## config.mk

```make
export PLATFORM = sky130hd
export DESIGN_NAME = twi_mrb_engine
export DESIGN_NICKNAME = d
export VERILOG_FILES = /design/src/twi_mrb_pkg.sv /design/src/twi_mrb_engine.sv /design/src/twi_mrb_engine_unused_guard.sv
export SDC_FILE = /design/constraint.sdc
export NUM_CORES = 1
export LEC_CHECK = 0
export ABC_AREA = 1
export BUFFER_PORTS_ARGS = -buffer_cell sky130_fd_sc_hd__buf_4
export CORE_UTILIZATION = 41
export DETAILED_ROUTE_END_ITERATION = 8
export MAX_ROUTING_LAYER = met4
export PLACE_DENSITY = 0.84
export SLEW_MARGIN = 20
export SYNTH_ARGS = -nofsm -noshare
export SYNTH_HDL_FRONTEND = slang
export SYNTH_SLANG_ARGS = --single-unit
```

## constraint.sdc

```tcl
create_clock -name vclk -period 1.5
set_clock_uncertainty 0.05 [all_clocks]
set_input_delay 0.075 -clock vclk [all_inputs]
set_output_delay 0.075 -clock vclk [all_outputs]
set_load 0.02 [all_outputs]
```

## src/twi_mrb_pkg.sv

```systemverilog
`default_nettype none
package twi_mrb_pkg;

    localparam logic REQ_READ  = 1'b0;
    localparam logic REQ_WRITE = 1'b1;

    localparam logic [2:0] IDX_BIT_RATE = 3'd0;
    localparam logic [2:0] IDX_STATUS   = 3'd1;
    localparam logic [2:0] IDX_OWN_ADDR = 3'd2;
    localparam logic [2:0] IDX_DATA     = 3'd3;
    localparam logic [2:0] IDX_CONTROL  = 3'd4;

    localparam logic [2:0] ACT_NONE       = 3'd0;
    localparam logic [2:0] ACT_STOP       = 3'd1;
    localparam logic [2:0] ACT_START      = 3'd2;
    localparam logic [2:0] ACT_STOP_START = 3'd3;
    localparam logic [2:0] ACT_ADDRESS    = 3'd4;
    localparam logic [2:0] ACT_SEND       = 3'd5;
    localparam logic [2:0] ACT_RECEIVE    = 3'd6;

    localparam int CR_FLAG  = 7;
    localparam int CR_START = 5;
    localparam int CR_STOP  = 4;
    localparam int CR_EN    = 2;

    localparam logic [7:0] ST_IDLE        = 8'hF8;
    localparam logic [7:0] ST_START       = 8'h08;
    localparam logic [7:0] ST_RESTART     = 8'h10;
    localparam logic [7:0] ST_W_ADDR_ACK  = 8'h18;
    localparam logic [7:0] ST_W_ADDR_NACK = 8'h20;
    localparam logic [7:0] ST_W_DATA_ACK  = 8'h28;
    localparam logic [7:0] ST_W_DATA_NACK = 8'h30;
    localparam logic [7:0] ST_R_ADDR_ACK  = 8'h40;
    localparam logic [7:0] ST_R_ADDR_NACK = 8'h48;
    localparam logic [7:0] ST_R_DATA_ACK  = 8'h50;
    localparam logic [7:0] ST_R_DATA_NACK = 8'h58;

    localparam logic [7:0] OWN_ADDR_RESET = 8'hFE;
    localparam logic [7:0] DATA_RESET     = 8'hFF;

    typedef struct packed {
        logic       req_type;
        logic [2:0] reg_index;
        logic [7:0] write_data;
        logic       bus_ack;
        logic [7:0] bus_rx_data;
    } req_t;

    typedef struct packed {
        logic [7:0] read_data;
        logic [2:0] bus_action;
        logic [7:0] bus_byte;
        logic       bus_read;
        logic       protocol_error;
    } rsp_t;

    typedef struct packed {
        logic [7:0] bit_rate;
        logic [1:0] prescaler;
        logic [4:0] status_code;
        logic [7:0] own_address;
        logic [7:0] data;
        logic [7:0] control;
        logic       owns_bus;
        logic       start_pending_address;
        logic       transmit_mode;
    } state_t;

    localparam state_t STATE_RESET = '{
        bit_rate:              8'h00,
        prescaler:             2'b00,
        status_code:           ST_IDLE[7:3],
        own_address:           OWN_ADDR_RESET,
        data:                  DATA_RESET,
        control:               8'h00,
        owns_bus:              1'b0,
        start_pending_address: 1'b0,
        transmit_mode:         1'b0
    };

endpackage
`default_nettype wire

```

## src/twi_mrb_engine.sv

```systemverilog
`default_nettype none
module twi_mrb_engine
    import twi_mrb_pkg::*;
(
    input  var state_t state,
    input  var req_t   item,
    output var state_t state_next,
    output var rsp_t   result
);

    logic       go;
    logic       done;
    logic       owns;
    logic [7:0] ctl;
    logic [7:0] status_byte;

    twi_mrb_status_view u_status_view (
        .state       (state),
        .status_byte (status_byte)
    );

    always_comb
    begin
        state_next = state;
        result     = '0;
        go         = item.write_data[CR_FLAG];
        done       = 1'b0;
        owns       = state.owns_bus;
        ctl        = {(go ? 1'b0 : state.control[CR_FLAG]), item.write_data[6:0]};
        if (item.req_type == REQ_READ)
        begin
            case (item.reg_index)
                IDX_BIT_RATE: result.read_data = state.bit_rate;
                IDX_STATUS:   result.read_data = status_byte;
                IDX_OWN_ADDR: result.read_data = state.own_address;
                IDX_DATA:     result.read_data = state.data;
                IDX_CONTROL:  result.read_data = state.control;
                default:      result.read_data = 8'h00;
            endcase
        end
        else
        begin
            case (item.reg_index)
                IDX_BIT_RATE: state_next.bit_rate = item.write_data;
                IDX_STATUS:   state_next.prescaler = item.write_data[1:0];
                IDX_OWN_ADDR: state_next.own_address = item.write_data;
                IDX_DATA:     state_next.data = item.write_data;
                IDX_CONTROL:
                begin
                    if (!ctl[CR_EN])
                    begin
                        owns = 1'b0;
                    end
                    else if (go)
                    begin
                        ctl[CR_FLAG] = 1'b1;
                        if (ctl[CR_STOP])
                        begin
                            result.bus_action = ACT_STOP;
                            state_next.status_code = ST_IDLE[7:3];
                            ctl[CR_STOP] = 1'b0;
                            owns = 1'b0;
                            state_next.start_pending_address = 1'b0;
                            done = !ctl[CR_START];
                        end
                        if (!done && ctl[CR_START])
                        begin
                            result.bus_action = (result.bus_action == ACT_STOP) ?
                                                ACT_STOP_START : ACT_START;
                            state_next.status_code = owns ? ST_RESTART[7:3] : ST_START[7:3];
                            owns = 1'b1;
                            state_next.start_pending_address = 1'b1;
                            done = 1'b1;
                        end
                        if (!done)
                        begin
                            if (!owns)
                            begin
                                result.protocol_error = 1'b1;
                            end
                            else if (state.start_pending_address)
                            begin
                                state_next.transmit_mode = !state.data[0];
                                result.bus_action = ACT_ADDRESS;
                                result.bus_byte = {1'b0, state.data[7:1]};
                                result.bus_read = state.data[0];
                                if (!state.data[0])
                                begin
                                    state_next.status_code = item.bus_ack ?
                                        ST_W_ADDR_ACK[7:3] : ST_W_ADDR_NACK[7:3];
                                end
                                else
                                begin
                                    state_next.status_code = item.bus_ack ?
                                        ST_R_ADDR_ACK[7:3] : ST_R_ADDR_NACK[7:3];
                                end
                                state_next.start_pending_address = 1'b0;
                            end
                            else if (state.transmit_mode)
                            begin
                                result.bus_action = ACT_SEND;
                                result.bus_byte = state.data;
                                state_next.status_code = item.bus_ack ?
                                    ST_W_DATA_ACK[7:3] : ST_W_DATA_NACK[7:3];
                            end
                            else
                            begin
                                result.bus_action = ACT_RECEIVE;
                                state_next.data = item.bus_rx_data;
                                result.bus_byte = item.bus_rx_data;
                                state_next.status_code = item.bus_ack ?
                                    ST_R_DATA_ACK[7:3] : ST_R_DATA_NACK[7:3];
                            end
                        end
                    end
                    state_next.owns_bus = owns;
                    state_next.control  = ctl;
                end
                default: ;
            endcase
        end
    end

endmodule
`default_nettype wire

```

## src/twi_mrb_engine_unused_guard.sv

```systemverilog
`default_nettype none
module twi_mrb_status_view
    import twi_mrb_pkg::*;
(
    input  var state_t     state,
    output var logic [7:0] status_byte
);

    assign status_byte = {state.status_code, 1'b0, state.prescaler};

endmodule
`default_nettype wire

```

Yosys cells after proc, flatten, opt, wreduce, memory -nomap -nowiden
Index checks and enable logic that the tools add are counted.
- flip-flop bits (word level): 0
- input port bits: 63
- output and inout bits: 63
- word-level logic and storage cells: 90
- equal/unequal tests: 5
- mux-type cells: 80
- reduce and logical (&&, ||, !) cells: 5
- operator list (cell ; count):
    two-way mux 8 bit ; 9
    two-way mux 13 bit ; 5
    two-way mux 42 bit ; 1
    one-hot mux 8 bit (5 select lines) ; 1
    two-way mux 1 bit ; 35
    two-way mux 5 bit ; 7
    two-way mux 11 bit ; 2
    two-way mux 3 bit ; 6
    two-way mux 2 bit ; 8
    one-hot mux 8 bit (2 select lines) ; 1
    two-way mux 12 bit ; 1
    two-way mux 4 bit ; 3
    two-way mux 10 bit ; 1
    == test 3 x 1 -> 1 bit (second input constant) ; 2
    == test 3 x 2 -> 1 bit (second input constant) ; 2
    == test 3 bit (second input constant) ; 1
    logical NOT 1 bit ; 3
    logical NOT 3 bit ; 1
    logical AND 1 bit ; 1

Depth between registers and ports, before layout
Gate-level depths: netlist of run 1.
- depth in word-level cells: 19
- gate-level depth with buffers: 9

By module
A second synthesis of run 1 with hierarchy kept.
- cell total of the unflattened synthesis: 348
- area total of the unflattened synthesis: 1714.1 sq um
- modules (own cells, without submodules) (module ; instances ; cells an instance ; area each (sq um) ; seq. area each (sq um)):
    twi_mrb_engine ; 1 ; 339 ; 1650.3 ; 0.0
    twi_mrb_status_view ; 1 ; 9 ; 63.8 ; 0.0

Least setup slack after synthesis of run 1
OpenSTA, ideal clock, no wires.
- path kind: in2out
- from: input port item[17] (netlist name)
- to: output port state_next[32] (netlist name)
- arrival: 1272 ps
- required time: 1375 ps
- path slack: 103 ps
- stages: 5
- path buffers: 1
- cells stage by stage: buf_2 > inv_1 > nor3_2 > nand2_1 > o21ai_0
- RTL lines (item ; RTL line ; RTL):
    start, declared ; twi_mrb_engine.sv:6 ; input var req_t item,
    end, declared ; twi_mrb_engine.sv:7 ; output var state_t state_next,

==> flow_metrics.tcl, run 1 <==
set metrics [dict create \
    fin_area_um2 2540 \
    drtIter0Drc 182 \
    slew_viol_final 0 \
    rows 21 \
    power_mw 0.745 \
    hold-worst-slack_ns 0.409 \
    fin_nets 525 \
    port_buffers 126 \
    final-seq-area_um2 0 \
    drc 0 \
    p_leak_nw 1.54 \
    post-place-ws_ns 0.158 \
    place_hpwl_mm 5.47 \
    grt_start_max_net_pins 26 \
    viasPerCell 5.14 \
    hold_class "in -> out" \
    setup_violations 0 \
    seq_cells 0 \
    grt_pass1_vias 2349 \
    start_kind "input pin" \
    clock.fmax_ghz 0.729 \
    wl_per_cell_um 12.9 \
    startpoint "item[13]" \
    end_kind "primary output" \
    worstSetupPathType "in -> out" \
    multi_input_area_um2 1320 \
    critPathCapture "state_next[18]" \
    power_density_nw_per_um2 293 \
    synth_nets 399 \
    antenna_left 0 \
    die_height_um 62.9 \
    crit_arrival_ns 1.25 \
    irDropWorstVdd_mv 0.151 \
    grt_overflow 0 \
    cp_max_fo 9 \
    hold_viol 0 \
    rsz0062_at_grt "no" \
    antenna_found_initial 0 \
    finalNonFillerCells 503 \
    status "finished, final reports clean" \
    diodes 0 \
    ctsResizeCount 0 \
    post_cts_buffers 0 \
    grt_pass1_wl_mm 10.5 \
    ys_warn_count 0 \
    die_area_um2 3960 \
    drive_above_1_share 0.341 \
    setup_slack_ns 0.129 \
    core_um2 3440 \
    hold_buffers 0 \
    dpl_cell_area_um2 2540 \
    finalCriticalPeriod_ns 1.37 \
    tightest_slew_ns 0.346 \
    cp.required_ns 1.37 \
    drt-pass1-iter-count 4 \
    synth_seq_area_share 0 \
    die_w_um 62.9 \
    dp_cells 503 \
    vias 2587 \
    worstHoldPathCells 4 \
    ys_types 25 \
    track_usage 0.328 \
    slew_headroom 0.769 \
    initial_core_util 0.442 \
    syn_inst 333 \
    area_delta_synth_final_pct 66.8 \
    syn_area_um2 1520 \
    wirelength_mm 6.46 \
    setup_tns_ns 0 \
    post-route-util 0.738 \
    synth_area_per_cell_um2 4.57 \
    gp_congestion 0.997 \
    cap_violations 0 \
    clock_buffers 0 \
    final.period_utilization 0.914 \
    ios 126 \
    n_fill_cell 350 \
]
[cell type report]
cell class	instances	area share
Multi-Input combinational cell	283	0.521
Timing Repair Buffer	135	0.399
Inverter	39	0.0576
Tap cell	46	0.0227
[cells in the final DEF (no fill, tap or decap), drive strengths merged, types with 2 or more instances in the layout]
cell type / instances
a211oi: 7
nor2: 29
inv: 39
a21oi: 2
o21ai: 39
nand2: 165
buf: 135
ha: 3
nand3: 27
nor3: 6
[worst max-delay path, stage by stage]
cell and delay [ns]:
buf_4 0.13, nor2_1 0.13, nand2_1 0.11, nor2_4 0.18, nand2_1 0.21, nand2_1 0.12
nand4_1 0.11, buf_4 0.17
[per-layer routing]
layer / up-vias / GRT usage / wire [um]
met2: 153 / 0.585 / 3130
met3: 14 / 0.0401 / 607
li1: 1302 / - / -
met1: 1118 / 0.387 / 2600
met5: - / - / 0
met4: 0 / 0.0756 / 129
[worst min path at each step]
stage	start	endpoint	slack (ns)
3_5_place_dp	item[10]	state_next[12]	0.41
4_1_cts	item[10]	state_next[12]	0.41
5_1_grt	item[9]	state_next[11]	0.43
6_report	item[10]	state_next[12]	0.41
2_1_floorplan	state[11]	result[1]	0.25
3_3_place_gp	item[12]	state_next[14]	0.41
[kinds of logic (layout without fill, tap and decap cells)]
kind of cell             count (synthesis)  count (layout)  share of synthesized area
buffers and inverters                   50             174                      0.131
AO/OA/AOI/OAI                           52              52                      0.212
AND/OR/NAND/NOR                        228             228                      0.632
adder cells (fa/ha/maj)                  3               3                     0.0247
[Yosys cell counts (3+ instances only)]
master	instances	area, um^2
clkbuf_1	3	11.3
buf_2	7	35.0
nand3_1	25	125
inv_2	3	11.3
nand2_1	163	612
ha_1	3	37.5
nor2_1	25	93.8
inv_1	36	135
o21ai_0	21	105
nor3_1	3	15.0
o21ai_1	18	90.1
a211oi_2	7	87.6
[power by group]
part	internal [mW]	total [mW]	leakage (nW)	switching (mW)
combinational	0.320	0.745	1.54	0.425
sequential	0	0	0	0
clock	0	0	0	0
total	0.320	0.745	1.54	0.425
(Power assumes the default switching activity.)
==> run 2, diff against run 1 <==
--- a/config.mk
+++ b/config.mk
@@ -7,10 +7,12 @@
 export LEC_CHECK = 0
 export ABC_AREA = 1
 export BUFFER_PORTS_ARGS = -buffer_cell sky130_fd_sc_hd__buf_4
-export CORE_UTILIZATION = 41
+export CELL_PAD_IN_SITES_DETAIL_PLACEMENT = 0
+export CELL_PAD_IN_SITES_GLOBAL_PLACEMENT = 1
+export CORE_UTILIZATION = 23
 export DETAILED_ROUTE_END_ITERATION = 8
 export MAX_ROUTING_LAYER = met4
-export PLACE_DENSITY = 0.84
+export PLACE_DENSITY_LB_ADDON = 0.1
 export SLEW_MARGIN = 20
 export SYNTH_ARGS = -nofsm -noshare
 export SYNTH_HDL_FRONTEND = slang
==> run 2 against run 1 <==
Effect of this change:
- sequential share of layout area unchanged
- critical endpoint is now result[7]
- worst hold slack improved by 0.0031 ns
- critical path depth unchanged
- wire length increased by 12%
- combinational power barely moved
- clock-buffer cell count is the same
- first-iteration DRC count down 62%
- die area rose by 75%
- highest routed layer unchanged
- cell count grew 6.6%
- largest cell class unchanged
- non-clock buffer count increased by 2
==> flow_metrics.tcl, run 2 (synthesis gave the netlist of run 1 again) <==
set metrics [dict create \
    track_usage 0.205 \
    seq_cells 0 \
    p_leak_nw 1.55 \
    multi_input_area_um2 1330 \
    final_common_cell "nand2_1" \
    final.period_utilization 0.938 \
    area_delta_synth_final_pct 70.5 \
    slew_headroom 0.762 \
    die_w_um 83.4 \
    post-route-util 0.407 \
    viasPerCell 4.62 \
    p_clk_frac 0 \
    cp.required_ns 1.37 \
    p_sw_mw 0.428 \
    hold_class "in -> out" \
    cap_violations 0 \
    final-seq-area_um2 0 \
    initial_core_util 0.238 \
    setup_tns_ns 0 \
    tightest_slew_ns 0.355 \
    final_cell_mix "nand2_1 (162), buf_4 (137), inv_1 (36), nor2_1 (25), nand3_1 (25)" \
    critPathMaxStageDelay_ns 0.19 \
    start_kind "input pin" \
    clock.fmax_ghz 0.711 \
    n_fill_cell 761 \
    grt_use_met1 0.274 \
    irDropWorstVdd_mv 0.117 \
    drt-pass1-iter-count 6 \
    power_density_nw_per_um2 288 \
    vias 2476 \
    grt_pass1_wl_mm 11.7 \
    antenna_found_initial 0 \
    hp-start "state[10]" \
    diodes 0 \
    rsz0062_at_grt "no" \
    internal_power_mw 0.321 \
    wirelength_mm 7.21 \
    cp_common_cell "buf_4" \
    grt_start_max_net_pins 17 \
    ios 126 \
    finalCriticalPeriod_ns 1.41 \
    core_um2 6390 \
    pwr-share-seq 0 \
    die_height_um 83.4 \
    grt_pass1_vias 2277 \
    setup_violations 0 \
    grt_use_met3 0.0239 \
    rows 29 \
    swShare 0.571 \
    end_kind "primary output" \
    startpoint "item[18]" \
    worst_path_max_delay_cell "buf_4" \
    place_hpwl_mm 6.27 \
    port_buffers 126 \
    drive_above_1_share 0.346 \
    use_met2 0.348 \
    slew_viol_final 0 \
    die_area_um2 6950 \
    worstSetupPathType "in -> out" \
    drtIter0Drc 70 \
    grt-busiest-layer "met2" \
    grt_overflow 0 \
    clock_buffers 0 \
    p_comb_frac 1.000 \
    wl_per_cell_um 13.5 \
    antenna_left 0 \
    hold_viol 0 \
    gp_congestion 0.863 \
    status "finished, final reports clean" \
    hold_buffers 0 \
    drc 0 \
    crit_arrival_ns 1.28 \
    fin_nets 527 \
    worstPathCellList "buf_4, nor2_2, nand2_1, nor2_4, nand2_1, buf_4, a211oi_2, buf_4" \
    cp_max_fo 11 \
]
-- run 2: path summary, 6_finish.rpt --
| check | endpoint | slack [ns] | cells past startpoint |
|---|---|---|---|
| setup / recovery | result[7] | 0.09 | 8 |
| hold / removal | state_next[10] | 0.41 | 4 |
-- run 2: per-stage QoR --
stage	hold WS, ns	setup WS [ns]	power (mW)	area (um^2)	std cells
2_1_floorplan	0.250	0.103	0.375	1520	333
3_3_place_gp	0.414	0.116	0.754	2590	536
3_5_place_dp	0.412	0.0960	0.751	2590	536
4_1_cts	0.413	0.0911	0.753	2590	536
5_1_grt	0.439	0.00127	0.819	2600	536
6_report	0.412	0.0937	0.748	2600	536
-- run 2: area by class of cell --
type / instances / area share
inverter: 39 / 0.0564
timing repair buffer: 137 / 0.396
multi-input combinational: 283 / 0.510
tap: 77 / 0.0371
-- run 2: power groups by stage --
stage                     combinational [mW]  sequential [mW]  clock, mW
final                                  0.748                0          0
after detailed placement               0.751                0          0
after global placement                 0.754                0          0
after floorplan                        0.375                0          0
after global routing                   0.819                0          0
after CTS                              0.753                0          0
-- run 2: worst max-delay path: cells and delay by family --
kind / cells / cell delay [ns]
AND/OR/NAND/NOR: 4 / 0.50
AO/OA/AOI/OAI: 1 / 0.19
buffers and inverters: 3 / 0.51
-- run 2: per-layer routing --
layer / part of all wire / routed length [um]
met1: 0.47 / 3380
met2: 0.46 / 3300
met3: 0.070 / 503
met4: 0.0036 / 26
met5: 0 / 0
-- run 2: what timing repair did --
item,CTS,global route
buffers inserted,0,0
gates resized for setup,0,1
endpoints found under the setup margin,0,1
==> run 3, diff against run 2 <==
--- a/config.mk
+++ b/config.mk
@@ -5,11 +5,11 @@
 export SDC_FILE = /design/constraint.sdc
 export NUM_CORES = 1
 export LEC_CHECK = 0
-export ABC_AREA = 1
 export BUFFER_PORTS_ARGS = -buffer_cell sky130_fd_sc_hd__buf_4
 export CELL_PAD_IN_SITES_DETAIL_PLACEMENT = 0
 export CELL_PAD_IN_SITES_GLOBAL_PLACEMENT = 1
-export CORE_UTILIZATION = 23
+export CORE_MARGIN = 2
+export CORE_UTILIZATION = 25
 export DETAILED_ROUTE_END_ITERATION = 8
 export MAX_ROUTING_LAYER = met4
 export PLACE_DENSITY_LB_ADDON = 0.1
==> run 3 against run 2 <==
Effect of this change:
- the run now ends with setup timing left
- worst setup slack got worse by 0.19 ns
- non-clock buffer count rose by 40
- global-route usage rose by 1.4 points
- combinational power rose by 29%
- worst hold slack got worse by 0.0018 ns
- cell count fell by 14%
- total power rose by 29%
- critical path depth rose by 1
- maximum frequency fell by 12%
- design area rose by 31%
- core utilization rose by 17 points
- critical path type unchanged
==> flow_metrics.tcl, run 3 <==
set metrics [dict create \
    synth_seq_area_share 0 \
    use_met2 0.354 \
    hold_viol 0 \
    tightest_slew_ns 0.410 \
    die_area_um2 6620 \
    cp_max_fo 7 \
    core_um2 5850 \
    drive_above_1_share 0.678 \
    violations "setup timing" \
    cp.required_ns 1.37 \
    hold-worst-slack_ns 0.410 \
    ios 126 \
    cp_common_cell "buf_6" \
    final-seq-area_um2 0 \
    status "finished, violations left" \
    wirelength_mm 7.62 \
    final.period_utilization 1.07 \
    slew_viol_final 0 \
    p_leak_nw 1.59 \
    track_usage 0.219 \
    initial_core_util 0.256 \
    synthTopCellsByArea "mux2_2 (19%), a22oi_1 (11%), nand2_1 (10%)" \
    pwr-share-seq 0 \
    drc 0 \
    synth_nets 297 \
    drtIter0Drc 67 \
    irDropWorstVdd_mv 0.158 \
    syn_area_um2 1500 \
    swShare 0.490 \
    yosys-top-cells-count "nand2_1 (40), nor2_1 (30), mux2_2 (25)" \
    fin_nets 453 \
    wl_per_cell_um 16.6 \
    port_buffers 126 \
    rows 28 \
    viasPerCell 5.13 \
    drt-pass1-iter-count 4 \
    grt_start_max_net_pins 20 \
    die_w_um 81.3 \
    power_density_nw_per_um2 284 \
    cp_num_buf_inv 5 \
    p_sw_mw 0.473 \
    area_delta_synth_final_pct 128 \
    gp_congestion 0.835 \
    p_clk_frac 0 \
    worstPathCellList "buf_6, buf_6, nor4bb_4, buf_4, buf_6, nand2_2, a22oi_1, a221o_2, buf_6" \
    final_common_cell "buf_4" \
    finalCriticalPeriod_ns 1.60 \
    setup_tns_ns -1.21 \
    synth_area_per_cell_um2 6.47 \
    rsz0062_at_grt "yes" \
    place_hpwl_mm 5.87 \
    setup_violations 25 \
    grt_use_met3 0.0133 \
    grt_pass1_vias 2215 \
    cpLargestDelayFamily "buffers and inverters" \
    diodes 0 \
    antenna_left 0 \
    clock.fmax_ghz 0.625 \
    worst_path_max_delay_cell "nor4bb_4" \
    grt_overflow 0 \
    hold_class "in -> out" \
    post-route-util 0.581 \
    die_height_um 81.3 \
    worstSetupPathType "in -> out" \
    start_kind "input pin" \
    ys_types 36 \
    yosysTopAreaCell "mux2_2" \
    antenna_found_initial 0 \
    clock_buffers 0 \
    yosysMostFrequentCell "nand2_1" \
    slew_headroom 0.725 \
    critPathMaxStageDelay_ns 0.36 \
    seq_cells 0 \
    ys_warn_count 0 \
    crit_arrival_ns 1.47 \
    end_kind "primary output" \
    setup_slack_ns -0.0997 \
    grt-busiest-layer "met2" \
    syn_inst 231 \
    final_cell_mix "buf_4 (126), buf_6 (48), nand2_1 (31), nor2_1 (21), mux2_2 (16)" \
    p_comb_frac 1.000 \
    cap_violations 0 \
    yosys.area.top_type_share 0.188 \
    vias 2359 \
    internal_power_mw 0.493 \
    grt_use_met1 0.306 \
    grt_pass1_wl_mm 11.2 \
]
==> run 3: cell type report <==
type	count	area (um^2)
multi-input cells	204	1740
well taps	75	93.8
fillers	572	2450
repair buffers	177	1550
inverters	4	15.0
==> run 3: metal layers <==
| metal | vias to the layer above | part of all wire | wire, um |
|---|---|---|---|
| met3 | 6 | 0.056 | 430 |
| met1 | 1103 | 0.44 | 3380 |
| met5 | - | 0 | 0 |
| met4 | 0 | 0.013 | 101 |
| met2 | 78 | 0.49 | 3710 |
| li1 | 1172 | - | - |
==> run 3: metrics by stage <==
step / cells / area (um^2) / total power [mW] / setup WS [ns]
after global placement: 450 / 2890 / 0.844 / -0.220
final: 460 / 3400 / 0.966 / -0.0997
after detailed placement: 450 / 2890 / 0.847 / -0.224
after floorplan: 231 / 1630 / 0.425 / -0.113
after CTS: 454 / 3100 / 0.882 / -0.180
after global routing: 460 / 3400 / 1.03 / -0.147
==> run 3: worst paths after layout <==
path | from | to | slack, ns | cells past startpoint
max | item[18] | state_next[17] | -0.1 | 9
min | state[10] | state_next[10] | 0.41 | 4
==> run 3: what timing repair did <==
action	in CTS	in global routing
hold buffers	0	0
gates resized for setup	39	70
pin swaps	14	30
gates cloned	2	0
setup buffers	2	8
setup endpoints to repair	46	51
==> run 3: power groups by stage <==
| stage | combinational [mW] | sequential (mW) | clock [mW] |
|---|---|---|---|
| global placement | 0.844 | 0 | 0 |
| floorplan | 0.425 | 0 | 0 |
| detailed placement | 0.847 | 0 | 0 |
| finish | 0.966 | 0 | 0 |
| global route | 1.03 | 0 | 0 |
| CTS | 0.882 | 0 | 0 |
==> run 3: cell families (layout without fill, tap and decap cells) <==
logic type / Yosys count / count (layout) / synth area share
buffers and inverters: 28 / 181 / 0.0895
multiplexers: 30 / 30 / 0.222
AND/OR/NAND/NOR: 106 / 107 / 0.336
adder cells (fa/ha/maj): 3 / 3 / 0.0251
AO/OA/AOI/OAI: 64 / 64 / 0.327
